$ cat config.mk
export PLATFORM = sky130hd
export DESIGN_NAME = tape_image_record_deframer_flat
export DESIGN_NICKNAME = d
export VERILOG_FILES = /design/src/design/tird_pkg.sv /design/src/design/tird_if.sv /design/src/design/tird_front.sv /design/src/design/tird_queue.sv /design/src/design/tird_back.sv /design/src/design/tape_image_record_deframer.sv /design/src/flat_wrapper.sv
export SDC_FILE = /design/constraint.sdc
export NUM_CORES = 1
export LEC_CHECK = 0
export BUFFER_PORTS_ARGS = -buffer_cell sky130_fd_sc_hd__buf_4
export CORE_MARGIN = 1.5
export CORE_UTILIZATION = 65
export CTS_BUF_LIST = sky130_fd_sc_hd__clkbuf_16
export DETAILED_ROUTE_END_ITERATION = 10
export PLACE_DENSITY = 0.9
export SKIP_LAST_GASP = 1
export SYNTH_ARGS = -nofsm -noshare
export SYNTH_HDL_FRONTEND = slang
export SYNTH_SLANG_ARGS = --single-unit
$ cat constraint.sdc
create_clock -name i_clk -period 7.4 [get_ports i_clk]
set_input_delay 1.11 -clock i_clk [delete_from_list [all_inputs] [get_ports i_clk]]
set_output_delay 1.11 -clock i_clk [all_outputs]
set_load 0.05 [all_outputs]
$ cat src/design/tird_pkg.sv
// Package of the tape-image record deframer: widths, phase and status codes,
// and the command word that travels from the front end to the record engine.
// No dependencies.
package tird_pkg;

    localparam int COUNT_WIDTH = 16;
    localparam logic [31:0] COUNT_MAX = 32'((64'd1 << COUNT_WIDTH) - 64'd1);
    localparam logic [15:0] MAX_LEN_RESET = 16'hFFFF;

    localparam int Q_DEPTH = 2;
    localparam int Q_PTR_W = $clog2(Q_DEPTH);
    localparam int Q_CNT_W = $clog2(Q_DEPTH + 1);

    typedef logic [COUNT_WIDTH-1:0] t_count;

    typedef enum logic [3:0] {
        PH_HEADER  = 4'b0001,
        PH_DATA    = 4'b0010,
        PH_TRAILER = 4'b0100,
        PH_EXTRA   = 4'b1000
    } t_phase;

    typedef enum logic [2:0] {
        ST_OK       = 3'd0,
        ST_EOT      = 3'd1,
        ST_LONG     = 3'd2,
        ST_NODATA   = 3'd3,
        ST_TRAILEOF = 3'd4,
        ST_MISMATCH = 3'd5
    } t_status;

    typedef enum logic {
        KIND_DATA   = 1'b0,
        KIND_STATUS = 1'b1
    } t_kind;

    typedef struct packed {
        logic       eof;
        logic [7:0] data;
    } t_cmd;

endpackage

$ cat src/design/tird_if.sv
// Stream channel interfaces of the tape-image record deframer: one for the
// incoming byte stream and one for the outgoing words. Uses no package.
interface tird_in_if;
    logic       valid;
    logic       ready;
    logic       action;
    logic [7:0] byte_value;

    modport source (output valid, output action, output byte_value, input ready);
    modport sink   (input valid, input action, input byte_value, output ready);
endinterface

interface tird_out_if;
    logic        valid;
    logic        ready;
    logic        kind;
    logic [7:0]  data_byte;
    logic [2:0]  status;
    logic [31:0] header_length;
    logic [15:0] delivered_count;

    modport source (output valid, output kind, output data_byte, output status,
                    output header_length, output delivered_count, input ready);
    modport sink   (input valid, input kind, input data_byte, input status,
                    input header_length, input delivered_count, output ready);
endinterface

$ cat src/design/tird_front.sv
// Front end of the deframer: takes words from the input channel, classifies
// them as stream byte or end of file and hands a command to the queue.
// Depends on tird_pkg and tird_if.
module tird_front (
    tird_in_if.sink        i_in_ch,
    input  logic           i_q_ready,
    output logic           o_q_push,
    output tird_pkg::t_cmd o_q_cmd
);

    assign i_in_ch.ready = i_q_ready;
    assign o_q_push      = i_in_ch.valid && i_q_ready;

    // An end of file carries a zero byte, which the extra-byte compare relies on.
    always_comb begin
        o_q_cmd.eof  = i_in_ch.action;
        o_q_cmd.data = i_in_ch.action ? 8'd0 : i_in_ch.byte_value;
    end

endmodule

$ cat src/design/tird_queue.sv
// Short command queue between the front end and the record engine.
// Depends on tird_pkg.
module tird_queue (
    input  logic           i_clk,
    input  logic           i_rst_n,
    input  logic           i_push,
    input  tird_pkg::t_cmd i_cmd,
    output logic           o_ready,
    input  logic           i_pop,
    output logic           o_valid,
    output tird_pkg::t_cmd o_cmd
);

    tird_pkg::t_cmd r_mem [tird_pkg::Q_DEPTH];
    logic [tird_pkg::Q_PTR_W-1:0] r_wr_ptr;
    logic [tird_pkg::Q_PTR_W-1:0] r_rd_ptr;
    logic [tird_pkg::Q_CNT_W-1:0] r_count;

    assign o_ready = (r_count != tird_pkg::Q_CNT_W'(tird_pkg::Q_DEPTH));
    assign o_valid = (r_count != '0);
    assign o_cmd   = r_mem[r_rd_ptr];

    always_ff @(posedge i_clk) begin
        if (i_push) begin
            r_mem[r_wr_ptr] <= i_cmd;
        end
    end

    always_ff @(posedge i_clk) begin
        if (!i_rst_n) begin
            r_wr_ptr <= '0;
            r_rd_ptr <= '0;
            r_count  <= '0;
        end else begin
            if (i_push) begin
                r_wr_ptr <= (r_wr_ptr == tird_pkg::Q_PTR_W'(tird_pkg::Q_DEPTH - 1))
                            ? '0 : r_wr_ptr + 1'b1;
            end
            if (i_pop) begin
                r_rd_ptr <= (r_rd_ptr == tird_pkg::Q_PTR_W'(tird_pkg::Q_DEPTH - 1))
                            ? '0 : r_rd_ptr + 1'b1;
            end
            if (i_push && !i_pop) begin
                r_count <= r_count + 1'b1;
            end else if (!i_push && i_pop) begin
                r_count <= r_count - 1'b1;
            end
        end
    end

endmodule

$ cat src/design/tird_back.sv
// Record engine of the deframer: runs the header, data, trailer and extra-byte
// phases on queued commands and holds the output word register.
// Depends on tird_pkg and tird_if.
module tird_back (
    input  logic           i_clk,
    input  logic           i_rst_n,
    input  logic           i_cfg_we,
    input  logic [15:0]    i_cfg_wdata,
    input  logic           i_q_valid,
    input  tird_pkg::t_cmd i_q_cmd,
    output logic           o_q_pop,
    tird_out_if.source     o_out_ch
);

    tird_pkg::t_phase r_phase, n_phase;
    logic [2:0]       r_idx, n_idx;
    logic [31:0]      r_length, n_length;
    tird_pkg::t_count r_remaining, n_remaining;
    tird_pkg::t_count r_delivered, n_delivered;
    logic [31:0]      r_trailer, n_trailer;
    logic [15:0]      r_max_len;

    logic             r_out_valid, n_out_valid;
    tird_pkg::t_kind  r_kind, n_kind;
    logic [7:0]       r_data_byte, n_data_byte;
    tird_pkg::t_status r_status, n_status;
    logic [31:0]      r_hdr_len, n_hdr_len;
    logic [15:0]      r_dcount, n_dcount;

    logic             res_valid;
    logic [31:0]      assembled;
    logic [31:0]      window;
    logic [4:0]       shift;

    assign o_q_pop = i_q_valid && (!r_out_valid || o_out_ch.ready);

    assign o_out_ch.valid           = r_out_valid;
    assign o_out_ch.kind            = r_kind;
    assign o_out_ch.data_byte       = r_data_byte;
    assign o_out_ch.status          = r_status;
    assign o_out_ch.header_length   = r_hdr_len;
    assign o_out_ch.delivered_count = r_dcount;

    always_comb begin
        n_phase     = r_phase;
        n_idx       = r_idx;
        n_length    = r_length;
        n_remaining = r_remaining;
        n_delivered = r_delivered;
        n_trailer   = r_trailer;
        res_valid   = 1'b0;
        n_kind      = tird_pkg::KIND_STATUS;
        n_data_byte = 8'd0;
        n_status    = tird_pkg::ST_OK;
        n_hdr_len   = r_length;
        n_dcount    = 16'(r_delivered);
        shift       = {r_idx[1:0], 3'b000};
        assembled   = 32'd0;
        window      = {i_q_cmd.data, r_trailer[31:8]};

        if (o_q_pop) begin
            unique case (r_phase)
                tird_pkg::PH_DATA: begin
                    res_valid = 1'b1;
                    if (i_q_cmd.eof) begin
                        n_status = (r_delivered == '0) ? tird_pkg::ST_NODATA
                                                       : tird_pkg::ST_TRAILEOF;
                        n_phase  = tird_pkg::PH_HEADER;
                        n_idx    = 3'd0;
                    end else begin
                        n_delivered = r_delivered + 1'b1;
                        n_remaining = r_remaining - 1'b1;
                        if (r_remaining == tird_pkg::t_count'(1)) begin
                            n_phase   = tird_pkg::PH_TRAILER;
                            n_idx     = 3'd0;
                            n_trailer = 32'd0;
                        end
                        n_kind      = tird_pkg::KIND_DATA;
                        n_data_byte = i_q_cmd.data;
                        n_dcount    = 16'(n_delivered);
                    end
                end
                tird_pkg::PH_TRAILER: begin
                    if (i_q_cmd.eof) begin
                        res_valid = 1'b1;
                        n_status  = tird_pkg::ST_TRAILEOF;
                        n_phase   = tird_pkg::PH_HEADER;
                        n_idx     = 3'd0;
                    end else begin
                        assembled = r_trailer | (32'(i_q_cmd.data) << shift);
                        n_trailer = assembled;
                        n_idx     = r_idx + 3'd1;
                        if (r_idx[1:0] == 2'd3) begin
                            if (assembled == r_length) begin
                                res_valid = 1'b1;
                                n_status  = tird_pkg::ST_OK;
                                n_phase   = tird_pkg::PH_HEADER;
                                n_idx     = 3'd0;
                            end else begin
                                n_phase = tird_pkg::PH_EXTRA;
                            end
                        end
                    end
                end
                tird_pkg::PH_EXTRA: begin
                    // Slide the trailer window by one byte and compare again.
                    res_valid = 1'b1;
                    n_status  = (window == r_length) ? tird_pkg::ST_OK
                                                     : tird_pkg::ST_MISMATCH;
                    n_phase   = tird_pkg::PH_HEADER;
                    n_idx     = 3'd0;
                end
                default: begin
                    if (i_q_cmd.eof) begin
                        // A partially collected header is dropped.
                        res_valid   = 1'b1;
                        n_delivered = '0;
                        n_status    = tird_pkg::ST_EOT;
                        n_hdr_len   = 32'd0;
                        n_dcount    = 16'd0;
                        n_phase     = tird_pkg::PH_HEADER;
                        n_idx       = 3'd0;
                    end else begin
                        assembled = ((r_idx == 3'd0) ? 32'd0 : r_length)
                                    | (32'(i_q_cmd.data) << shift);
                        n_length  = assembled;
                        n_idx     = r_idx + 3'd1;
                        if (r_idx[1:0] == 2'd3) begin
                            n_delivered = '0;
                            n_dcount    = 16'd0;
                            n_idx       = 3'd0;
                            if (assembled > {16'd0, r_max_len} ||
                                assembled > tird_pkg::COUNT_MAX) begin
                                res_valid = 1'b1;
                                n_status  = tird_pkg::ST_LONG;
                                n_hdr_len = assembled;
                            end else if (assembled == 32'd0) begin
                                res_valid = 1'b1;
                                n_status  = tird_pkg::ST_OK;
                                n_hdr_len = 32'd0;
                            end else begin
                                n_remaining = assembled[tird_pkg::COUNT_WIDTH-1:0];
                                n_phase     = tird_pkg::PH_DATA;
                            end
                        end
                    end
                end
            endcase
        end

        if (o_q_pop) begin
            n_out_valid = res_valid;
        end else begin
            n_out_valid = r_out_valid && !o_out_ch.ready;
        end
    end

    always_ff @(posedge i_clk) begin
        if (!i_rst_n) begin
            r_phase     <= tird_pkg::PH_HEADER;
            r_idx       <= 3'd0;
            r_length    <= 32'd0;
            r_remaining <= '0;
            r_delivered <= '0;
            r_trailer   <= 32'd0;
            r_max_len   <= tird_pkg::MAX_LEN_RESET;
            r_out_valid <= 1'b0;
        end else begin
            r_phase     <= n_phase;
            r_idx       <= n_idx;
            r_length    <= n_length;
            r_remaining <= n_remaining;
            r_delivered <= n_delivered;
            r_trailer   <= n_trailer;
            r_out_valid <= n_out_valid;
            if (i_cfg_we) begin
                r_max_len <= i_cfg_wdata;
            end
        end
    end

    always_ff @(posedge i_clk) begin
        if (o_q_pop && res_valid) begin
            r_kind      <= n_kind;
            r_data_byte <= n_data_byte;
            r_status    <= n_status;
            r_hdr_len   <= n_hdr_len;
            r_dcount    <= n_dcount;
        end
    end

endmodule

$ cat src/design/tape_image_record_deframer.sv
// Tape-image record deframer: one input word per cycle while the queue has
// room and one output word a cycle while the output side is ready; each input
// word is held in the queue, then the record engine's output register takes
// its result, if any. The two-entry queue and the output register let either
// side stall alone. Synchronous active-low reset empties the queue, drops any
// pending output, returns to awaiting a header and sets max_len to 65535.
module tape_image_record_deframer (
    input  logic        i_clk,
    input  logic        i_rst_n,
    input  logic        i_cfg_we,
    input  logic [15:0] i_cfg_wdata,
    tird_in_if.sink     i_in_ch,
    tird_out_if.source  o_out_ch
);

    logic           q_push;
    logic           q_ready;
    logic           q_pop;
    logic           q_valid;
    tird_pkg::t_cmd q_in_cmd;
    tird_pkg::t_cmd q_out_cmd;

    tird_front u_front (
        .i_in_ch   (i_in_ch),
        .i_q_ready (q_ready),
        .o_q_push  (q_push),
        .o_q_cmd   (q_in_cmd)
    );

    tird_queue u_queue (
        .i_clk   (i_clk),
        .i_rst_n (i_rst_n),
        .i_push  (q_push),
        .i_cmd   (q_in_cmd),
        .o_ready (q_ready),
        .i_pop   (q_pop),
        .o_valid (q_valid),
        .o_cmd   (q_out_cmd)
    );

    tird_back u_back (
        .i_clk       (i_clk),
        .i_rst_n     (i_rst_n),
        .i_cfg_we    (i_cfg_we),
        .i_cfg_wdata (i_cfg_wdata),
        .i_q_valid   (q_valid),
        .i_q_cmd     (q_out_cmd),
        .o_q_pop     (q_pop),
        .o_out_ch    (o_out_ch)
    );

endmodule
$ cat src/flat_wrapper.sv
// flat-port wrapper written by rule: the top's interface ports become plain ports
module tape_image_record_deframer_flat 
  (i_clk, i_rst_n, i_cfg_we, i_cfg_wdata, i_in_ch_valid, i_in_ch_action, i_in_ch_byte_value, i_in_ch_ready, o_out_ch_valid, o_out_ch_kind, o_out_ch_data_byte, o_out_ch_status, o_out_ch_header_length, o_out_ch_delivered_count, o_out_ch_ready);
  tird_in_if i_in_ch_i ();
  tird_out_if o_out_ch_i ();
  input  logic i_clk;
  input  logic i_rst_n;
  input  logic i_cfg_we;
  input  logic [15:0] i_cfg_wdata;
  input wire logic [$bits(i_in_ch_i.valid)-1:0] i_in_ch_valid;
  input wire logic [$bits(i_in_ch_i.action)-1:0] i_in_ch_action;
  input wire logic [$bits(i_in_ch_i.byte_value)-1:0] i_in_ch_byte_value;
  output wire logic [$bits(i_in_ch_i.ready)-1:0] i_in_ch_ready;
  output wire logic [$bits(o_out_ch_i.valid)-1:0] o_out_ch_valid;
  output wire logic [$bits(o_out_ch_i.kind)-1:0] o_out_ch_kind;
  output wire logic [$bits(o_out_ch_i.data_byte)-1:0] o_out_ch_data_byte;
  output wire logic [$bits(o_out_ch_i.status)-1:0] o_out_ch_status;
  output wire logic [$bits(o_out_ch_i.header_length)-1:0] o_out_ch_header_length;
  output wire logic [$bits(o_out_ch_i.delivered_count)-1:0] o_out_ch_delivered_count;
  input wire logic [$bits(o_out_ch_i.ready)-1:0] o_out_ch_ready;
  assign i_in_ch_i.valid = i_in_ch_valid;
  assign i_in_ch_i.action = i_in_ch_action;
  assign i_in_ch_i.byte_value = i_in_ch_byte_value;
  assign i_in_ch_ready = i_in_ch_i.ready;
  assign o_out_ch_valid = o_out_ch_i.valid;
  assign o_out_ch_kind = o_out_ch_i.kind;
  assign o_out_ch_data_byte = o_out_ch_i.data_byte;
  assign o_out_ch_status = o_out_ch_i.status;
  assign o_out_ch_header_length = o_out_ch_i.header_length;
  assign o_out_ch_delivered_count = o_out_ch_i.delivered_count;
  assign o_out_ch_i.ready = o_out_ch_ready;
  tape_image_record_deframer u_core (.i_clk(i_clk), .i_rst_n(i_rst_n), .i_cfg_we(i_cfg_we), .i_cfg_wdata(i_cfg_wdata), .i_in_ch(i_in_ch_i), .o_out_ch(o_out_ch_i));
endmodule
* Word-level counts from Yosys, hierarchy flattened
Memories as Yosys holds them, arrays and structs flattened. A register that Yosys moved wholly into a read port is not among the register bits. Index checks and enable logic that the tools add are counted.
Cells by class: bitwise logic cells 7, add/subtract/negate cells 7, equality and inequality tests 17, reduce and logical (&&, ||, !) cells 30, muxes and demuxes 68, shift operators 1, $lt $le $gt $ge 2
Operators with widths (count):
- 32-bit 2-to-1 mux | 10
- 16-bit 2-to-1 mux | 9
- 32-bit == test | 2
- 32-bit OR | 2
- 16-bit one-hot mux with 2 select lines | 2
- 32-bit one-hot mux with 2 select lines | 1
- 4-bit 2-to-1 mux | 9
- 3-bit 2-to-1 mux | 11
- 32-bit by 16-bit > comparator with 1-bit output | 1
- 32-bit by 16-bit > comparator with 1-bit output (second input constant) | 1
- 32-bit zero test | 1
- 8-bit by 5-bit left shift with 32-bit output | 1
- 3-bit one-hot mux with 3 select lines | 2
- 16-bit by 1-bit adder with 16-bit output (second input constant) | 1
- 16-bit by 1-bit == test with 1-bit output (second input constant) | 1
- 16-bit zero test | 1
- 1-bit 2-to-1 mux | 16
- 16-bit by 1-bit subtractor with 16-bit output (second input constant) | 1
- 4-bit one-hot mux with 3 select lines | 1
- 6-bit AND reduction | 2
- 2-bit 2-to-1 mux | 5
- 5-bit by 1-bit != test with 1-bit output (second input constant) | 2
- 8-bit 2-to-1 mux | 1
- 2-bit != test (second input constant) | 4
- 23 further kinds | 45
Storage, ports and cells: input bits 30, memories kept 1, register bits after elaboration 184, output and inout bits 62, memory bits (writable) 18, word-level logic and storage cells 149
Memories:
- u_core.u_queue.r_mem | depth 2, bits a word 9, rd ports 1, clocked after Yosys merged registers in 1, write ports 1, RTL line tird_queue.sv:14 | tird_pkg::t_cmd r_mem [tird_pkg::Q_DEPTH];

* Longest topological paths before layout
Gate-level depths: netlist (run 1).
depth in word-level cells 11, mapped depth 16, depth with buffers taken out 13

* Cells and area by module
A second synthesis (run 1) with hierarchy kept.
Second synthesis, totals: cell total of the unflattened synthesis 1103, area total of the unflattened synthesis 10512.6 um^2
By module, submodules not included:
- tird_back | area each 9575.4 um^2, seq. area each 4204.0 um^2, instances 1, cells an instance 1042
- tird_queue | area each 865.8 um^2, seq. area each 640.6 um^2, instances 1, cells an instance 50
- tird_front | area each 71.3 um^2, seq. area each 0.0 um^2, instances 1, cells an instance 11

* Worst setup path before layout (run 1)
No wires, ideal clock.
path type flip-flop to flip-flop, from register u_core.u_back.r_idx[1], to register u_core.u_back.r_data_byte[0] (netlist: u_core.u_back.o_out_ch.data_byte[0]) (enable), arrival 4204 ps, clock period less this slack 4870 ps, data required time 6735 ps, slack 2530 ps, buffers on the path 2, stages on the path, launching flop included 15, setup time 665 ps, cell sequence dfxtp_1 -> buf_2 -> inv_1 -> ha_1 -> nor2b_1 -> clkbuf_1 -> o22ai_1 -> ha_1 -> a21o_1 -> a21o_1 -> a221o_1 -> o31a_1 -> nor2_1 -> a2bb2oi_1 -> nand2_1
On the way: longest elaborated chain between the ends 11, elaborated cells between the ends (all ways) 21, those cells by class order compare: 2; eq/ne: 2; shift: 1; mux: 10; bitwise: 2; reduce/logical: 4
RTL lines:
- from (decl) | RTL line tird_back.sv:16 | logic [2:0] r_idx, n_idx;
- from (signal assigned) | RTL line tird_back.sv:170 | r_idx <= n_idx;
- parallel branches: the longest is 8 deep, another holds 32-bit by 16-bit > comparator with 1-bit output
- 1-bit one-hot mux with 2 select lines (*) | RTL line tird_back.sv:62 | unique case (r_phase)
- 1-bit 2-to-1 mux (*) | RTL line tird_back.sv:61 | if (o_q_pop) begin
- 1-bit logical AND (*) | RTL line tird_back.sv:183 | if (o_q_pop && res_valid) begin
- to (signal assigned) | RTL line tird_back.sv:185 | r_data_byte <= n_data_byte;
- to (decl) | RTL line tird_back.sv:25 | logic [7:0] r_data_byte, n_data_byte;
Every way passes the cells marked *. A chain may end at the register's enable or synchronous reset.

==> out/metrics.csv, run 1 <==
stage;metric;value;unit
outcome;status;complete, no violations;
synth;synth_seq_cells;203;
setup_path;start_kind;register;
setup_path;critPathMaxFanout;31;
setup_path;crit_required;7.55;ns
grt;grt_pass1_vias;9170;
timing;fmax;181;MHz
synth;syn_area;0.0108;mm²
clock_network;clkTransAtPathRegs;0.06;ns
routing;drt_iter0_markers;1593;
finish;syn2layout_area_growth;13.0;%
floorplan;row_count;46;
finish;fin_util;0.759;
floorplan;dieArea;0.0174;mm²
pwr;power_density;356;mW/mm²
floorplan;core-area;0.0161;mm²
synth;postSynthAreaPerCell;9.08;µm²
floorplan;start_util;0.671;
synth;synth_top_cell_by_area;dfxtp_1;
routing;drt-pass1-iter-count;6;
clock_network;cts_max_path_buffers;3;
finish;drive_above_1_share;0.147;
pwr;power_leakage;4.53;nW
synth;ys.flop_type;dfxtp_1;
floorplan;io-pin-count;92;
synth;syn-num-nets;1241;
clock_network;cts_setup_buffers;0;
finish;fin_nets;1281;
grt;grtUsageTotal;0.360;
grt;overflow;0;
synth;async_flop_share;0;
grt;grt_pass1_wl;50100;µm
placed_design;gp_congestion;1.03;
clock_network;cts_inserted_buffers;23;
placed_design;place_hpwl;22200;µm
setup_path;max_stage_delay;0.68;ns
routing;routedWlPerCell;21.8;µm
setup_path;end_kind;register;
synth;synth.area.top_cells;dfxtp_1 23%, edfxtp_1 22%, nor2_1 4.5%;
finish;antenna_cells;0;
timing;rsz0062_at_grt;false;
clock_network;holdBufCountCts;0;
routing;postRouteAntennaNets;0;
routing;drt-total-wl;31800;µm
clock_network;cts_root_buffer;clkbuf_16;
clock_network;worstSkewPairLatency;0.50;ns
placed_design;numPortBuffers;91;
timing;slew_viol_final;0;
pwr;vdd_drop_max;313;µV
setup_path;worstPathBufferInverterCount;3;
routing;drc;0;
timing;tightest_slew;1.32;ns
setup_path;arrival;5.68;ns
timing;whs;0.490;ns
timing;finalHoldViolations;0;
setup_path;crit_slowest_cell;mux2i_2;
flow_run;maxCapViolations;0;
synth;synthCells;1187;
timing;clock_skew;0.0100;ns
setup_path;critPathKind;register to register;
timing;max_slew_margin;0.119;
clock_network;cts_tree;yes;
floorplan;fp.dieH;132;µm
timing;period_needed;5.53;ns
synth;synth-seq-area-share;0.449;
clock_network;cts_resized;0;
routing;num_vias;9995;
synth;yosysUniqueCellTypes;76;
synth;synth_edf_count;78;
min_path;hold_path_class;register to register;
setup_path;crit_family;compound AO/OA/AOI/OAI gates;
grt;grt_max_degree;55;
timing;fin_setup_tns;0;ns
clock_network;cts.sinks;203;
setup_path;crit_path_cell_trace;buf_4 > mux2i_2 > nor2_1 > a21oi_1 > inv_1 > ha_1 > nand2_1 > nor4_1 > a21boi_1 > o31a_1 > nor2_1 > a2bb2oi_1 > nand2_2 > buf_4;
routing;via_per_inst;6.85;
clock_network;h-tree-depth;1;
synth;synth_top_area_frac;0.232;
timing;finalSetupViolCount;0;
floorplan;die_w;132;µm
synth;yosysWarnings;0;
timing;post-route-period-util;0.747;
grt;grt_antenna_before_repair;0;
-- path summary, 6_finish.rpt --
path,start,to,slack (ns),depth (start not counted)
setup / recovery,register,u_core.u_back.o_out_ch.header_length[26],1.87,14
hold / removal,u_core.u_back.r_remaining[8],u_core.u_back.r_remaining[8],0.49,2
setup reg to reg,register,u_core.u_back.o_out_ch.header_length[26],1.87,14
hold reg to reg,u_core.u_back.r_remaining[8],u_core.u_back.r_remaining[8],0.49,2
-- final cells by class --
cell class	count	area (µm²)
well taps	216	270
clock inverters	18	160
multi-input cells	833	5330
fillers	1100	3870
flip-flops and latches	203	4840
repair buffers	102	766
inverters	64	240
clock buffers	23	576
-- registers in the layout, summed over array words and instances (netlist names), 4 cells and up, named ones only --
name and flops:
u_core.u_back.o_out_ch.header_length 32, u_core.u_back.r_length 32, u_core.u_back.r_trailer 32, u_core.u_queue.r_mem 18, u_core.u_back.o_out_ch.delivered_count 16, u_core.u_back.r_delivered 16, u_core.u_back.r_max_len 16, u_core.u_back.r_remaining 16
u_core.u_back.o_out_ch.data_byte 8, u_core.u_back.r_phase 4
-- routing by layer --
layer  wire length [µm]  part of all wire  up-vias  track usage
li1                   -                 -     4444            -
met4               1280             0.040        0        0.133
met1              12000              0.38     4619        0.486
met5                  0                 0        -            0
met3               4450              0.14      143       0.0873
met2              14100              0.44      789        0.566
-- per-stage QoR --
step,setup slack (ns),instances,total power (W),cell area (µm²)
6_report,1.87,1459,0.00434,12200
3_3_place_gp,2.37,1418,0.00313,11400
2_1_floorplan,2.53,1187,0.00266,10800
5_1_grt,1.63,1459,0.00448,12200
4_1_cts,2.06,1459,0.00428,12200
3_5_place_dp,2.16,1418,0.00317,11400
-- Yosys cell counts, drive strengths merged (22+ instances only) --
library cell,n
clkbuf,58
nor2,129
xnor2,25
buf,29
nor4,24
o31ai,31
a21oi,61
inv,64
edfxtp,78
nand2,108
a211oi,42
and2,27
nand3,22
o21ai,55
o22ai,36
a31oi,24
ha,24
dfxtp,125
-- worst reg2reg max path, cell delays in order, from the launching register on --
cell and delay, ns:
dfxtp_1 0.30, buf_4 0.31, mux2i_2 0.69, nor2_1 0.16, a21oi_1 0.58, inv_1 0.17
ha_1 0.35, nand2_1 0.08, nor4_1 0.32, a21boi_1 0.38, o31a_1 0.36, nor2_1 0.14
a2bb2oi_1 0.19, nand2_2 0.63, buf_4 0.51
-- report_power, final --
part	switching (W)	internal, W
logic	0.00124	0.000485
clock network	0.000447	0.000668
registers	0.000144	0.00136
-- placed cells by master (no fill, tap or decap), types with 10 or more instances in the layout --
cell	count
xnor2_1	25
a211oi_1	42
o21ai_0	39
nand2_1	107
mux2i_1	13
a21oi_1	58
buf_4	102
nor3_1	14
inv_1	65
edfxtp_1	78
o21ai_1	10
nand3_1	22
nor2b_1	15
ha_1	24
o211ai_1	17
nor2_1	129
nor4_1	23
nand4_1	19
and2_1	27
clkbuf_16	23
dfxtp_1	125
o22ai_1	30
a22o_1	12
a22oi_1	19
xor2_1	13
a31oi_1	23
o31ai_1	30
-- logic make-up after synthesis --
kind of cell,after synthesis,share of synthesized area
AOI/OAI and AO/OA,346,0.225
xor gates and xnor gates,38,0.0309
adders and majority gates,24,0.0279
buffers and inverters,151,0.0579
DFF,203,0.449
muxes,29,0.0312
and+or+nand+nor,396,0.177
Note: power is estimated with default switching activity, not from simulation.
==> run 2: changes to the inputs <==
--- a/config.mk
+++ b/config.mk
@@ -7,10 +7,10 @@
 export LEC_CHECK = 0
 export BUFFER_PORTS_ARGS = -buffer_cell sky130_fd_sc_hd__buf_4
 export CORE_MARGIN = 1.5
-export CORE_UTILIZATION = 65
+export CORE_UTILIZATION = 54
 export CTS_BUF_LIST = sky130_fd_sc_hd__clkbuf_16
 export DETAILED_ROUTE_END_ITERATION = 10
-export PLACE_DENSITY = 0.9
+export PLACE_DENSITY = 0.8
 export SKIP_LAST_GASP = 1
 export SYNTH_ARGS = -nofsm -noshare
 export SYNTH_HDL_FRONTEND = slang
==> constraint.sdc (replaced) <==
create_clock -name i_clk -period 4.9 [get_ports i_clk]
set_input_delay 0.735 -clock i_clk [delete_from_list [all_inputs] [get_ports i_clk]]
set_output_delay 0.735 -clock i_clk [all_outputs]
set_load 0.05 [all_outputs]
==> out/metrics.csv, run 2 (synthesized netlist as in run 1, its figures left out) <==
stage;metric;value;unit
grt;grt_max_degree;55;
pwr;vdd_drop_max;355;µV
placed_design;placed_cells;1488;
timing;rsz0062_at_grt;false;
pwr;p_sw_frac;0.423;
routing;drc;0;
routing;drt_iter0_markers;1306;
setup_path;crit_required;5.16;ns
clock_network;holdBufCountCts;0;
timing;finalHoldViolations;0;
setup_path;start_kind;register;
clock_network;clkTransAtPathRegs;0.06;ns
routing;drt-total-wl;33100;µm
clock_network;cts_tree;yes;
setup_path;rrSetupSlack;0.49;ns
grt;grt_antenna_before_repair;0;
finish;n_fill_cell;1635;
placed_design;gp_congestion;1.00;
clock_network;worstSkewPairLatency;0.52;ns
finish;syn2layout_area_growth;15.0;%
routing;via_per_inst;6.42;
finish;final_cell_count_no_fill;1529;
pwr;p_comb_frac;0.406;
setup_path;rr_worst_depth;12;
clock_network;cts_setup_buffers;0;
timing;post-route-period-util;0.900;
pwr;p_seq_frac;0.345;
clock_network;cts_resized;0;
timing;max_slew_margin;0.372;
floorplan;start_util;0.552;
setup_path;crit_slowest_cell;dfxtp_1;
finish;mostFrequentLayoutCells;129 x nor2_1, 125 x dfxtp_1, 122 x buf_4;
outcome;status;complete, no violations;
finish;drive_above_1_share;0.159;
clock_network;h-tree-depth;1;
min_path;hold_path_end;u_core.u_back.r_max_len[4];
setup_path;worstPathBufferInverterCount;1;
setup_path;critPathMaxFanout;16;
pwr;power.share.clock;0.249;
finish;final_common_cell;nor2_1;
pwr;power.switching;0.00281;W
placed_design;place_hpwl;23800;µm
setup_path;critPathKind;register to register;
timing;fmax;227;MHz
finish;antenna_cells;0;
setup_path;crit_family;compound AO/OA/AOI/OAI gates;
timing;tightest_slew;0.938;ns
timing;fin_setup_tns;0;ns
clock_network;cts_inserted_buffers;23;
floorplan;row_count;51;
routing;num_vias;9823;
setup_path;max_stage_delay;0.83;ns
grt;grt_pass1_wl;50500;µm
min_path;hold_start;i_cfg_wdata[4];
floorplan;io-pin-count;92;
floorplan;fp.dieH;144;µm
finish;fin_nets;1302;
floorplan;die_w;144;µm
pwr;power_leakage;4.63;nW
routing;postRouteAntennaNets;0;
clock_network;cts_max_path_buffers;3;
flow_run;maxCapViolations;0;
min_path;hold_path_class;input pin to register;
timing;finalSetupViolCount;0;
setup_path;crit_path_cell_trace;mux2i_2 > nor2_1 > a21oi_1 > inv_1 > ha_1 > nand4_1 > nor4_1 > a21boi_1 > o31a_1 > o211ai_1 > a21o_1 > a22o_1;
grt;grtUsageTotal;0.317;
grt;grt_pass1_vias;8900;
timing;period_needed;4.41;ns
setup_path;crit-reg2reg-capture;u_core.u_back.o_out_ch.header_length[31];
setup_path;arrival;4.67;ns
routing;routedWlPerCell;21.7;µm
placed_design;numPortBuffers;91;
timing;slew_viol_final;0;
routing;drt-pass1-iter-count;5;
clock_network;cts_root_buffer;clkbuf_16;
min_path;hold_depth;3;
floorplan;core-area;0.0195;mm²
timing;clock_skew;0.0171;ns
clock_network;cts.sinks;203;
pwr;p_int;0.00383;W
grt;overflow;0;
floorplan;dieArea;0.0208;mm²
setup_path;end_kind;register;
pwr;power_density;535;mW/mm²
run 2: how the worst max path moves through the flow:
stage | start | to | depth (start not counted)
3_3_place_gp | u_core.u_back.r_idx[1] | u_core.u_back.o_out_ch.header_length[19] | 14
5_1_grt | u_core.u_back.r_idx[0] | u_core.u_back.o_out_ch.header_length[7] | 14
2_1_floorplan | u_core.u_back.r_idx[1] | u_core.u_back.o_out_ch.data_byte[0] | 14
6_report | register | u_core.u_back.o_out_ch.header_length[31] | 12
4_1_cts | register | u_core.u_back.o_out_ch.header_length[22] | 12
3_5_place_dp | register | u_core.u_back.o_out_ch.header_length[17] | 12
run 2: layer usage:
metal  track usage  up-vias  wire (µm)
met3        0.0510       99       3260
met4        0.0994        0       1060
met1         0.447     4645      14000
met2         0.501      595      14800
met5             0        -          0
li1              -     4484          -
run 2: layout make-up:
cell class	count	area (µm²)	share of cell area
multi-input combinational	833	5330	0.430
sequential	203	4840	0.391
timing repair buffer	123	936	0.0755
clock buffer	23	576	0.0464
tap	265	332	0.0267
inverter	64	240	0.0194
clock inverter	18	141	0.0114
run 2: power by group through the flow:
stage                     Clock, W  Sequential (W)  Combinational [W]
after global routing       0.00174         0.00231            0.00282
after CTS                  0.00167         0.00228            0.00263
after global placement           0         0.00231            0.00259
after floorplan                  0         0.00270            0.00133
after detailed placement         0         0.00231            0.00262
final                      0.00165         0.00229            0.00269
run 2: through the flow:
stage                     hold slack [ns]  worst slack (ns)   util  cell area [µm²]  total power, W
after floorplan                     0.448            0.0305      -            10800         0.00402
after global placement              0.475             0.776  0.598            11700         0.00490
after detailed placement            0.484             0.635  0.598            11700         0.00493
after CTS                           0.425             0.587  0.635            12400         0.00658
after global routing                0.436             0.315  0.635            12400         0.00687
final                               0.431             0.492  0.635            12400         0.00664
run 2: tightest hold or removal path, cell delays in order:
cell	delay, ns
buf_4	0.08
nand2_1	0.04
o211ai_1	0.06
